===== config.mk =====
export PLATFORM = sky130hd
export DESIGN_NAME = tcs_front
export DESIGN_NICKNAME = d
export VERILOG_FILES = /design/src/rtl/core/tcs_pkg.sv /design/src/rtl/core/tcs_front.sv
export SDC_FILE = /design/constraint.sdc
export NUM_CORES = 1
export LEC_CHECK = 0
export BUFFER_PORTS_ARGS = -buffer_cell sky130_fd_sc_hd__buf_2
export CAP_MARGIN = 30
export CORE_ASPECT_RATIO = 0.5
export CORE_MARGIN = 2
export CORE_UTILIZATION = 45
export DETAILED_ROUTE_END_ITERATION = 10
export PLACE_DENSITY = 0.77
export REMOVE_ABC_BUFFERS = 1
export SLEW_MARGIN = 5
export SYNTH_ARGS = -nofsm -noshare
export SYNTH_HDL_FRONTEND = slang
export SYNTH_SLANG_ARGS = --single-unit

===== constraint.sdc =====
create_clock -name clk -period 2.31 [get_ports clk]
set_clock_uncertainty 0.2 [all_clocks]
set_input_delay 0.462 -clock clk [delete_from_list [all_inputs] [get_ports clk]]
set_output_delay 0.462 -clock clk [all_outputs]
set_load 0.05 [all_outputs]

===== src/rtl/core/tcs_pkg.sv =====
package tcs_pkg;

  // Default screen geometry
  localparam int COLUMNS_DEF = 80;
  localparam int ROWS_DEF    = 25;

  // Character and attribute codes
  localparam logic [7:0]  CH_NL       = 8'd10;
  localparam logic [7:0]  CH_TAB      = 8'd9;
  localparam logic [7:0]  CH_SPACE    = 8'h20;
  localparam logic [7:0]  BLANK_ATTR  = 8'h0F;
  localparam logic [7:0]  COLOR_RESET = 8'h07;
  localparam logic [15:0] RESET_CELL  = 16'h0720;
  localparam int          TAB_SPACES  = 4;

  // Request codes on the input beat
  localparam logic [3:0] REQ_PUT       = 4'd0;
  localparam logic [3:0] REQ_PUT_COLOR = 4'd1;
  localparam logic [3:0] REQ_SWAP      = 4'd2;
  localparam logic [3:0] REQ_SWAP_CLR  = 4'd3;
  localparam logic [3:0] REQ_BACKSPACE = 4'd4;
  localparam logic [3:0] REQ_UP        = 4'd5;
  localparam logic [3:0] REQ_DOWN      = 4'd6;
  localparam logic [3:0] REQ_LEFT      = 4'd7;
  localparam logic [3:0] REQ_RIGHT     = 4'd8;
  localparam logic [3:0] REQ_CLEAR     = 4'd9;
  localparam logic [3:0] REQ_SCLEAR    = 4'd10;
  localparam logic [3:0] REQ_READ      = 4'd11;

  typedef enum logic [3:0] {
    OP_NOP, OP_PUT, OP_PUTC, OP_SWAP, OP_SWAPC, OP_BS, OP_UP, OP_DOWN,
    OP_LEFT, OP_RIGHT, OP_CLR, OP_SCLR, OP_READ
  } op_t;

  typedef struct packed {
    logic [3:0]  req_type;
    logic [7:0]  char_code;
    logic [7:0]  attr_color;
    logic [10:0] cell_index;
  } req_t;

  typedef struct packed {
    logic [4:0]  cursor_row;
    logic [6:0]  cursor_col;
    logic [10:0] cursor_reg;
    logic [15:0] cell_data;
    logic [10:0] up_history_cells;
    logic [10:0] down_history_cells;
  } rsp_t;

  typedef struct packed {
    op_t         op;
    logic [7:0]  char_code;
    logic [7:0]  attr_color;
    logic [10:0] cell_index;
  } cmd_t;

  typedef enum logic [3:0] {
    S_INIT, S_IDLE, S_STEP, S_SYNC, S_SD_PUSH, S_SD_SHIFT, S_SD_FILL,
    S_SU_PUSH, S_SU_SHIFT, S_SU_FILL, S_CLEAR, S_RDWAIT, S_FIN, S_OUT
  } state_t;

endpackage


===== src/rtl/core/tcs_front.sv =====
module tcs_front import tcs_pkg::*; (
  input  logic clk,
  input  logic rst,
  input  logic req_valid,
  output logic req_ready,
  input  req_t req,
  output logic q_valid,
  input  logic q_ready,
  output cmd_t q_cmd
);

  cmd_t       slot [2];
  logic       rd_ptr;
  logic       wr_ptr;
  logic [1:0] fill;
  cmd_t       dec;
  logic       push;
  logic       pop;

  // Classify the request code
  always_comb begin
    dec.char_code  = req.char_code;
    dec.attr_color = req.attr_color;
    dec.cell_index = req.cell_index;
    case (req.req_type)
      REQ_PUT:       dec.op = OP_PUT;
      REQ_PUT_COLOR: dec.op = OP_PUTC;
      REQ_SWAP:      dec.op = OP_SWAP;
      REQ_SWAP_CLR:  dec.op = OP_SWAPC;
      REQ_BACKSPACE: dec.op = OP_BS;
      REQ_UP:        dec.op = OP_UP;
      REQ_DOWN:      dec.op = OP_DOWN;
      REQ_LEFT:      dec.op = OP_LEFT;
      REQ_RIGHT:     dec.op = OP_RIGHT;
      REQ_CLEAR:     dec.op = OP_CLR;
      REQ_SCLEAR:    dec.op = OP_SCLR;
      REQ_READ:      dec.op = OP_READ;
      default:       dec.op = OP_NOP;
    endcase
  end

  assign req_ready = (fill != 2'd2);
  assign q_valid   = (fill != 2'd0);
  assign q_cmd     = slot[rd_ptr];
  assign push      = req_valid && req_ready;
  assign pop       = q_valid && q_ready;

  // Two-entry queue between front and back
  always_ff @(posedge clk) begin
    if (push) slot[wr_ptr] <= dec;
  end

  always_ff @(posedge clk) begin
    if (rst) begin
      rd_ptr <= 1'b0;
      wr_ptr <= 1'b0;
      fill   <= 2'd0;
    end else begin
      if (push) wr_ptr <= ~wr_ptr;
      if (pop)  rd_ptr <= ~rd_ptr;
      fill <= fill + {1'b0, push} - {1'b0, pop};
    end
  end

endmodule


==> results of run 1 <==
-- critical path, cell delays in order, from the launching register on --
cell,delay [ns]
dfxtp_2,0.32
buf_4,0.30
mux2_4,0.33
buf_2,0.21
-- state kept, by name (all words and copies together), names as in the netlist, named ones only --
register / count
fill: 2
slot: 62
wr_ptr: 1
rd_ptr: 1
-- power by group through the flow --
stage	Combinational [mW]	Clock, mW	Sequential, mW
3_5_place_dp	1.81	0	1.67
5_1_grt	1.87	1.33	1.66
4_1_cts	1.81	1.27	1.64
6_report	1.78	1.23	1.64
2_1_floorplan	1.38	0	1.73
3_3_place_gp	1.78	0	1.65
-- through the flow --
step / TNS [ns] / util / hold slack [ns] / setup WS (ns) / area, um2
3_3_place_gp: 0 / 0.557 / 0.310 / 0.480 / 3120
5_1_grt: 0 / 0.607 / 0.119 / 0.115 / 3410
4_1_cts: 0 / 0.607 / 0.120 / 0.138 / 3410
6_report: 0 / 0.607 / 0.136 / 0.165 / 3410
2_1_floorplan: -16.25 / - / 0.280 / -0.389 / 2640
3_5_place_dp: 0 / 0.557 / 0.308 / 0.399 / 3120
-- per-layer routing --
metal	up-vias	global-route usage
li1	653	-
met1	660	0.142
met2	28	0.246
met3	2	0.0525
met4	0	0.0679
met5	-	0
-- worst paths after layout --
kind,slack [ns],endpoint,startpoint,cells past startpoint
max,0.17,q_cmd[1],flop,3
min,0.14,slot[0][4],req[4],1
max reg2reg,0.48,fill[1],fill[0],8
min reg2reg,0.32,rd_ptr,rd_ptr,2
-- synthesized netlist by cell type --
| library cell | count |
|---|---|
| nor2b_1 | 1 |
| dfxtp_1 | 5 |
| and2b_1 | 1 |
| and3_2 | 1 |
| a21oi_1 | 1 |
| edfxtp_1 | 62 |
| nor3_1 | 1 |
| nand2b_2 | 1 |
| inv_1 | 1 |
| nor2_1 | 6 |
| nand2_4 | 1 |
| a21boi_0 | 1 |
| nand2_1 | 1 |
| buf_6 | 3 |
| ha_1 | 4 |
| xor2_1 | 1 |
| or2_2 | 1 |
| xnor2_1 | 1 |
| mux2_4 | 31 |
| mux2_2 | 2 |
| and2_1 | 1 |
| mux2i_1 | 1 |
| o21a_2 | 1 |
-- area by class of cell --
type / instances / area [um2] / area share
inverter: 1 / 3.75 / 0.00110
timing repair buffer: 72 / 385 / 0.113
clock inverter: 2 / 10.0 / 0.00294
sequential: 67 / 1960 / 0.576
clock buffer: 14 / 274 / 0.0804
multi-input combinational: 58 / 679 / 0.199
tap: 73 / 91.3 / 0.0268
-- cells by family (layout without fill, tap and decap cells) --
kind of cell	count (synthesis)	count (layout)
AO/OA/AOI/OAI	3	3
XOR/XNOR	2	2
adder cells (fa/ha/maj)	4	4
buffers and inverters	4	89
flip-flops	67	67
multiplexers	34	34
AND/OR/NAND/NOR	15	15
==> summary.txt, run 1 <==
Pwr
  • Internal power: 2.98 mW
  • P_leak: 1.39 nW
  • PwrDens: 1370 nW/um2
  • NetSw: 1.67 mW
  • Peak supply drop: 447 uV
  • Switch share: 0.359
  • Flop pwr share: 0.353
  • Total power: 4.65 mW
  • Clk network pwr share: 0.265
  • Comb pwr share: 0.382

Clock tree
  • Post-CTS setup buffer count: 0
  • Clock slew at reported path FFs: 0.05 ns
  • Clock buffer count from CTS: 9
  • TritonCTS clock tree: done
  • TritonCTS Sinks: 67
  • Post_cts resized: 0
  • Clock latency on the worst-skew pair: 0.31 ns
  • H-tree depth: 3
  • Root Buffer: clkbuf_16
  • Maximum root-to-sink buffer count: 2
  • Cts hold-fix bufs: 0

Synth
  • Synth area leader: edfxtp_1
  • Register area share after synthesis: 0.734
  • Post-Synth Adder-Cell Area: 0.0187
  • Count of cell types in the netlist: 23
  • Post-synth top area share: 0.697
  • Synth Instances: 129
  • Fraction of synthesized area in multiplexers: 0.186
  • Synth Area in Simple Gates: 0.0319
  • Synth Area in Compound Gates: 0.00796
  • Mapped cell area: 2670 um2
  • Largest family of logic cells by synthesized area: multiplexers
  • Post-Synth XOR/XNOR Area: 0.00656
  • Area contributors post-synth: edfxtp_1 (70%), mux2_4 (17%), dfxtp_1 (3.7%)
  • YS warnings: 0
  • Mean Syn Cell Area: 20.7 um2
  • Seq cells post-synth: 67

Place
  • Cell count after placement: 271
  • Buffers added on ports: 67
  • Placer Congestion: 0.660
  • Post-DP HPWL: 2.98 mm

Routing
  • Post-route DRC violation count: 3
  • Top Metal Used: met4
  • Router iterations before antenna repair: 7
  • Met2 wire length: 2.25 mm
  • Met3 Routed Length: 185 um
  • Via/cell ratio: 4.68
  • Iter 0 DRT Violations: 52
  • Post-Route M1 WL: 1.64 mm
  • Total number of vias: 1,343
  • Routed WL: 4.10 mm
  • Final antenna-violating net count: 0
  • Drt wl/cell: 14.3 um

Floorplan
  • Starting density of the core: 0.476
  • Io pins: 68
  • Die Span X: 113 um
  • Num rows: 19
  • Core ar.: 5610 um2
  • Die area: 6610 um2
  • Die height: 58.5 um

Finish
  • Most common cell after layout, fill and taps aside: buf_2
  • Fin nets: 248
  • Fillcell total: 422
  • Layout cells sized above 1: 0.589
  • Layout Cells excl Fill: 287
  • Diodes inserted: 0
  • Most frequent cells in the layout: buf_2 (67), edfxtp_1 (62), mux2_4 (31), clkbuf_16 (9), nor2_1 (5)
  • Area grow syn2layout: 27.5%

Worst setup path
  • Req. time, crit path: 1.65 ns
  • CP startpoint kind: flop
  • Setup crit end kind: output pin
  • Critical path peak fanout: 17
  • WP data arrival: 1.48 ns
  • Critical path class: flop to output pin

Job
  • Max-cap viol count: 0

Global route
  • First-pass GRT wire length: 6.52 mm
  • Number of global-route vias before repair: 1,372
  • Largest net degree at the start of global routing: 18
  • Overall routing resource usage: 0.136
  • Global route overflow: 0
  • Initial antenna violation count: 0

Outcome
  • Run status: finished, violations left
  • Failing checks: design-rule violations

Timing
  • Unrepaired setup endpoints after global routing: no
  • Max-slew violation count: 0
  • Tcrit/Tclk final: 0.928
  • Final setup fails: 0
  • Max Freq: 0.466 GHz
  • Final hold violations: 0
  • Crit path time final: 2.14 ns
  • Slew HR: 0.727
  • Slew @ Worst Pin: 0.409 ns

Worst hold path
  • HP Class: primary input to flop
Power figures use the tool's default switching activity.
==> inputs of run 2 (changes only) <==
Settings changed: ABC_AREA set to 1, PLACE_DENSITY 0.77 to 0.78.
==> summary.txt, run 2 <==
Clock tree
  • Root Buffer: clkbuf_16
  • Clock latency on the worst-skew pair: 0.32 ns (about the same)
  • Post_cts resized: 0 (unchanged)
  • Clock buffer count from CTS: 9 (unchanged)
  • TritonCTS Sinks: 67 (unchanged)
  • H-tree depth: 3 (unchanged)
  • Clock slew at reported path FFs: 0.05 ns (about the same)
  • TritonCTS clock tree: done
  • Cts hold-fix bufs: 0 (unchanged)
  • Maximum root-to-sink buffer count: 2 (unchanged)
  • Post-CTS setup buffer count: 0 (unchanged)

Routing
  • Final antenna-violating net count: 0 (unchanged)
  • Iter 0 DRT Violations: 70 (+35%)
  • Met3 Routed Length: 199 um (+7.6%)
  • Post-Route M1 WL: 1.72 mm (+5.3%)
  • Via/cell ratio: 4.77 (+2.0%)
  • Drt wl/cell: 14.6 um (+2.1%)
  • Post-route DRC violation count: 0 (-3)
  • Met2 wire length: 2.42 mm (+7.8%)
  • Routed WL: 4.42 mm (+7.8%)
  • Top Metal Used: met4
  • Router iterations before antenna repair: 4 (-3)
  • Total number of vias: 1,446 (+7.7%)

Place
  • Cell count after placement: 287 (+5.9%)
  • Post-DP HPWL: 2.87 mm (-3.8%)
  • Placer Congestion: 0.681 (+3.1%)
  • Area after DPL: 2990 um2 (-4.2%)
  • DP Worst Slack: 0.499 ns (+0.0991 ns)
  • Buffers added on ports: 67 (unchanged)

Synth
  • Top-count cell post-synth: edfxtp_1
  • Synth area leader: edfxtp_1
  • Top FF cell, synth: edfxtp_1
  • Post-synth ARST share: 0 (unchanged)
  • Number of synthesized flops with an enable pin: 62 (unchanged)
  • Seq cells post-synth: 67 (unchanged)
  • Post-synth top area share: 0.727 (+0.0296)
  • Most frequent cells after synthesis: edfxtp_1 (62), mux2_2 (31), inv_1 (13)
  • Mapped cell area: 2560 um2 (-4.1%)
  • YS warnings: 0 (unchanged)
  • Register area share after synthesis: 0.766 (+0.0312)
  • Synth Instances: 147 (+14%)
  • Count of cell types in the netlist: 11 (-52%)
  • Mean Syn Cell Area: 17.4 um2 (-16%)
  • Area contributors post-synth: edfxtp_1 (73%), mux2_2 (14%), dfxtp_1 (3.9%)

Job
  • Max-cap viol count: 0 (unchanged)

Timing
  • Post-Route Setup TNS: 0 ns (unchanged)
  • Final setup fails: 0 (unchanged)
  • Max Freq: 0.465 GHz (-0.26%)
  • Setup ws final: 0.160 ns (-0.00567 ns)
  • Crit path time final: 2.15 ns (+0.00567 ns)
  • Min Hold Slack: 0.110 ns (-0.0267 ns)
  • Final hold violations: 0 (unchanged)
  • Slew HR: 0.718 (-0.00925)
  • Slew @ Worst Pin: 0.423 ns (+0.0139 ns)
  • Unrepaired setup endpoints after global routing: no
  • Tcrit/Tclk final: 0.931 (+0.00245)
  • Max-slew violation count: 0 (unchanged)

Floorplan
  • Num rows: 19 (unchanged)
  • Die Span X: 111 um (-2.0%)
  • Core ar.: 5490 um2 (-2.1%)
  • Starting density of the core: 0.467 (-0.00952)
  • Io pins: 68 (unchanged)
  • Die area: 6350 um2 (-3.9%)
  • Die height: 57.4 um (-1.9%)

Worst hold path
  • Hold EP: fill[0]
  • HP Class: primary input to flop
  • Hold_sp: rst
  • Worst Hold Depth: 2 (+1)

Worst setup path
  • Critical path peak fanout: 31 (+14)
  • Setup slack, reg-to-reg: 0.55 ns (+0.07 ns)
  • Worst r2r dst: fill[1]
  • CP startpoint kind: flop
  • Worst-case reg-to-reg path depth: 10 (+2)
  • WP data arrival: 1.49 ns (about the same)
  • Reg2reg start: fill[0]
  • Worst path cell trace: buf_12 > mux2_2 > buf_2
  • Req. time, crit path: 1.65 ns (about the same)
  • CP max stage delay: 0.38 ns (+0.05 ns)
  • Setup crit end kind: output pin
  • Slowest library cell on the worst path: mux2_2
  • Critical path class: flop to output pin

Pwr
  • Total power: 4.40 mW (-5.4%)
  • Peak supply drop: 502 uV (+12%)
  • PwrDens: 1330 nW/um2 (-2.7%)
  • P_leak: 1.32 nW (-4.9%)

Global route
  • First-pass GRT wire length: 7.08 mm (+8.6%)
  • Number of global-route vias before repair: 1,582 (+15%)
  • Largest net degree at the start of global routing: 32 (+14)
  • Initial antenna violation count: 0 (unchanged)
  • Overall routing resource usage: 0.147 (+0.0117)
  • Global route overflow: 0 (unchanged)

Finish
  • Largest Register: slot
  • Largest register FFs: 62 (unchanged)
  • Most common cell after layout, fill and taps aside: buf_2
  • Layout cells sized above 1: 0.509 (-0.0801)
  • Fin nets: 264 (+6.5%)
  • Fillcell total: 406 (-3.8%)
  • Post-route cell area: 3310 um2 (-2.8%)
  • Leading registers by flop count: slot x62, fill x2
  • Diodes inserted: 0 (unchanged)
  • Most frequent cells in the layout: buf_2 (67), edfxtp_1 (62), mux2_2 (31), inv_1 (13)
  • Area grow syn2layout: 29.2%
  • Fin util: 0.603 (-0.00417)
  • Layout Cells excl Fill: 303 (+5.6%)

Outcome
  • Run status: finished, final reports clean
==> run 2: cell count changes in the layout (fill, tap and decap cells not counted), moves of 2 or more <==
cell / change
nor2_1: +5
nand2_1: +10
buf_4: -2
mux2_4: -31
clkbuf_16: +2
mux2_2: +29
nand3_1: +3
inv_1: +12
a21oi_1: +2
==> run 2: worst max-delay path by stage <==
stage	depth (start not counted)	slack [ns]	start	end
global placement	3	0.52	flop	q_cmd[11]
CTS	3	0.15	flop	q_cmd[0]
detailed placement	11	0.50	q_ready	fill[1]
global route	3	0.12	flop	q_cmd[0]
floorplan	4	-0.56	fill[0]	slot[0][0]
finish	3	0.16	flop	q_cmd[0]
==> run 2: worst max-delay path, delay by kind of cell (launching register included) <==
kind                   cells  cell delay, ns
buffers and inverters      2            0.43
muxes                      1            0.38
DFF                        1            0.35
==> run 2: cells by family after synthesis <==
logic type	share of synthesized area
flops	0.766
mux	0.136
simple gates	0.0381
buf+inv	0.0322
compound gates	0.00830
fa+ha+maj	0.0195
==> run 2: final cells by class <==
cell class | instances | area [um2] | share of cell area
clock buffer | 14 | 307 | 0.0926
clock inverter | 2 | 12.5 | 0.00378
inverter | 13 | 48.8 | 0.0147
multi-input combinational | 64 | 520 | 0.157
sequential | 67 | 1960 | 0.592
tap | 73 | 91.3 | 0.0276
timing repair buffer | 70 | 370 | 0.112
==> run 2: routing by layer <==
layer  GRT usage  vias up
li1            -      693
met1       0.154      718
met2       0.268       27
met3      0.0574        8
met4      0.0714        0
met5           0        -
==> run 2: report_power, final <==
group	leakage (nW)	switching, mW	internal [mW]
clock	0.155	0.458	0.913
sequential	0.622	0.0583	1.55
combinational	0.547	1.03	0.394
==> inputs of run 3 (changes only) <==
Settings changed: RECOVER_POWER set to 100.
==> summary.txt, run 3 (synthesis gave the netlist of run 2 again) <==
Outcome
  • Run status: finished, final reports clean

Global route
  • First-pass GRT wire length: 7.08 mm (unchanged)
  • Largest net degree at the start of global routing: 32 (unchanged)
  • Initial antenna violation count: 0 (unchanged)
  • Global route overflow: 0 (unchanged)
  • Overall routing resource usage: 0.147 (unchanged)
  • Number of global-route vias before repair: 1,582 (unchanged)

Floorplan
  • Io pins: 68 (unchanged)
  • Die height: 57.4 um (unchanged)
  • Starting density of the core: 0.467 (unchanged)
  • Num rows: 19 (unchanged)
  • Core ar.: 5490 um2 (unchanged)
  • Die area: 6350 um2 (unchanged)
  • Die Span X: 111 um (unchanged)

Routing
  • Total number of vias: 1,446 (unchanged)
  • Final antenna-violating net count: 0 (unchanged)
  • Routed WL: 4.41 mm (-0.20%)
  • Via/cell ratio: 4.77 (unchanged)
  • Router iterations before antenna repair: 4 (unchanged)
  • Post-route DRC violation count: 0 (unchanged)
  • Iter 0 DRT Violations: 73 (+4.3%)
  • Drt wl/cell: 14.5 um (-0.20%)

Timing
  • Unrepaired setup endpoints after global routing: no
  • Slew HR: 0.438 (-0.280)
  • Max Freq: 0.453 GHz (-2.7%)
  • Tcrit/Tclk final: 0.956 (+0.0254)
  • Max-slew violation count: 0 (unchanged)
  • Crit path time final: 2.21 ns (+0.0586 ns)
  • Final hold violations: 0 (unchanged)
  • Final setup fails: 0 (unchanged)
  • Slew @ Worst Pin: 0.843 ns (+0.421 ns)

Clock tree
  • TritonCTS Sinks: 67 (unchanged)
  • H-tree depth: 3 (unchanged)
  • Post_cts resized: 0 (unchanged)
  • TritonCTS clock tree: done
  • Cts hold-fix bufs: 0 (unchanged)
  • Maximum root-to-sink buffer count: 2 (unchanged)
  • Clock latency on the worst-skew pair: 0.32 ns (about the same)
  • Root Buffer: clkbuf_16
  • Clock slew at reported path FFs: 0.05 ns (about the same)
  • Post-CTS setup buffer count: 0 (unchanged)
  • Clock buffer count from CTS: 9 (unchanged)

Job
  • Max-cap viol count: 0 (unchanged)

Worst setup path
  • Critical path class: flop to output pin
  • Worst path cell trace: buf_6 > mux2_2 > clkbuf_2
  • CP max stage delay: 0.38 ns (about the same)
  • Slowest library cell on the worst path: mux2_2
  • Critical path peak fanout: 31 (unchanged)
  • WP data arrival: 1.55 ns (+0.06 ns)
  • Cell family with most CP delay: buffers and inverters
  • Req. time, crit path: 1.65 ns (about the same)
  • Buf/Inv on CP: 2 (unchanged)
  • Setup crit end kind: output pin
  • CP startpoint kind: flop

Finish
  • Most common cell after layout, fill and taps aside: edfxtp_1
  • Reg area: 1960 um2 (unchanged)
  • Fillcell total: 423 (+4.2%)
  • Leading registers by flop count: slot x62, fill x2
  • Most frequent cells in the layout: edfxtp_1 (62), buf_2 (36), mux2_2 (31), clkbuf_1 (19), clkbuf_2 (15)
  • Area of the multi-input gates: 520 um2 (unchanged)
  • Largest Register: slot
  • Fin nets: 264 (unchanged)
  • Layout cells sized above 1: 0.430 (-0.0783)
  • Largest register FFs: 62 (unchanged)
  • Diodes inserted: 0 (unchanged)
  • Area grow syn2layout: 27.8%
  • Post-route cell area: 3280 um2 (-1.1%)

Pwr
  • Peak supply drop: 499 uV (-0.41%)
  • P_leak: 1.27 nW (-3.8%)
  • Total power: 4.37 mW (-0.66%)
  • PwrDens: 1330 nW/um2 (+0.44%)

Place
  • Post-DP HPWL: 2.87 mm (unchanged)
  • Area after DPL: 2990 um2 (unchanged)
  • Placer Congestion: 0.681 (unchanged)
  • Buffers added on ports: 67 (unchanged)

Worst hold path
  • HP Class: primary input to flop
run 3: changes by cell type in the layout (fill, tap and decap cells not counted), sizes merged:
cell,change
buf,-33
clkbuf,+33
run 3: power by group:
| group | leakage (nW) | internal [mW] | total, mW | switching [mW] |
|---|---|---|---|---|
| Clock | 0.155 | 0.913 | 1.37 | 0.452 |
| Sequential | 0.622 | 1.55 | 1.61 | 0.0566 |
| Combinational | 0.497 | 0.366 | 1.40 | 1.03 |
run 3: metrics by stage:
stage | util | hold slack, ns | setup WS (ns) | setup TNS (ns) | cells
6_report | 0.596 | 0.110 | 0.101 | 0 | 303
5_1_grt | 0.596 | 0.113 | 0.0611 | 0 | 303
4_1_cts | 0.603 | 0.102 | 0.150 | 0 | 303
3_5_place_dp | 0.545 | 0.303 | 0.499 | 0 | 287
3_3_place_gp | 0.545 | 0.290 | 0.525 | 0 | 287
2_1_floorplan | - | 0.267 | -0.555 | -17.21 | 144
run 3: path summary, 6_finish.rpt:
| path | from | endpoint | slack (ns) | depth (start not counted) |
|---|---|---|---|---|
| min reg2reg | rd_ptr | rd_ptr | 0.31 | 2 |
| max | flop | q_cmd[16] | 0.10 | 3 |
| min | rst | fill[0] | 0.11 | 2 |
| max reg2reg | fill[0] | slot[0][14] | 0.33 | 5 |
run 3: area by class of cell:
| cell class | instances | area share |
|---|---|---|
| clock buffers | 14 | 0.0936 |
| well taps | 73 | 0.0279 |
| repair buffers | 70 | 0.102 |
| clock inverters | 2 | 0.00382 |
| flip-flops and latches | 67 | 0.599 |
| multi-input cells | 64 | 0.159 |
| inverters | 13 | 0.0149 |
run 3: worst register-to-register path: cells and delay by family (launching register included):
| family | cells | cell delay, ns |
|---|---|---|
| simple gates | 3 | 0.32 |
| buf+inv | 2 | 0.71 |
| flops | 1 | 0.36 |
run 3: layer usage:
metal | up-vias | wire length [um] | global-route usage
met5 | - | 0 | 0
met1 | 720 | 1720 | 0.154
met3 | 6 | 185 | 0.0574
li1 | 694 | - | -
met4 | 0 | 68 | 0.0714
met2 | 26 | 2440 | 0.268
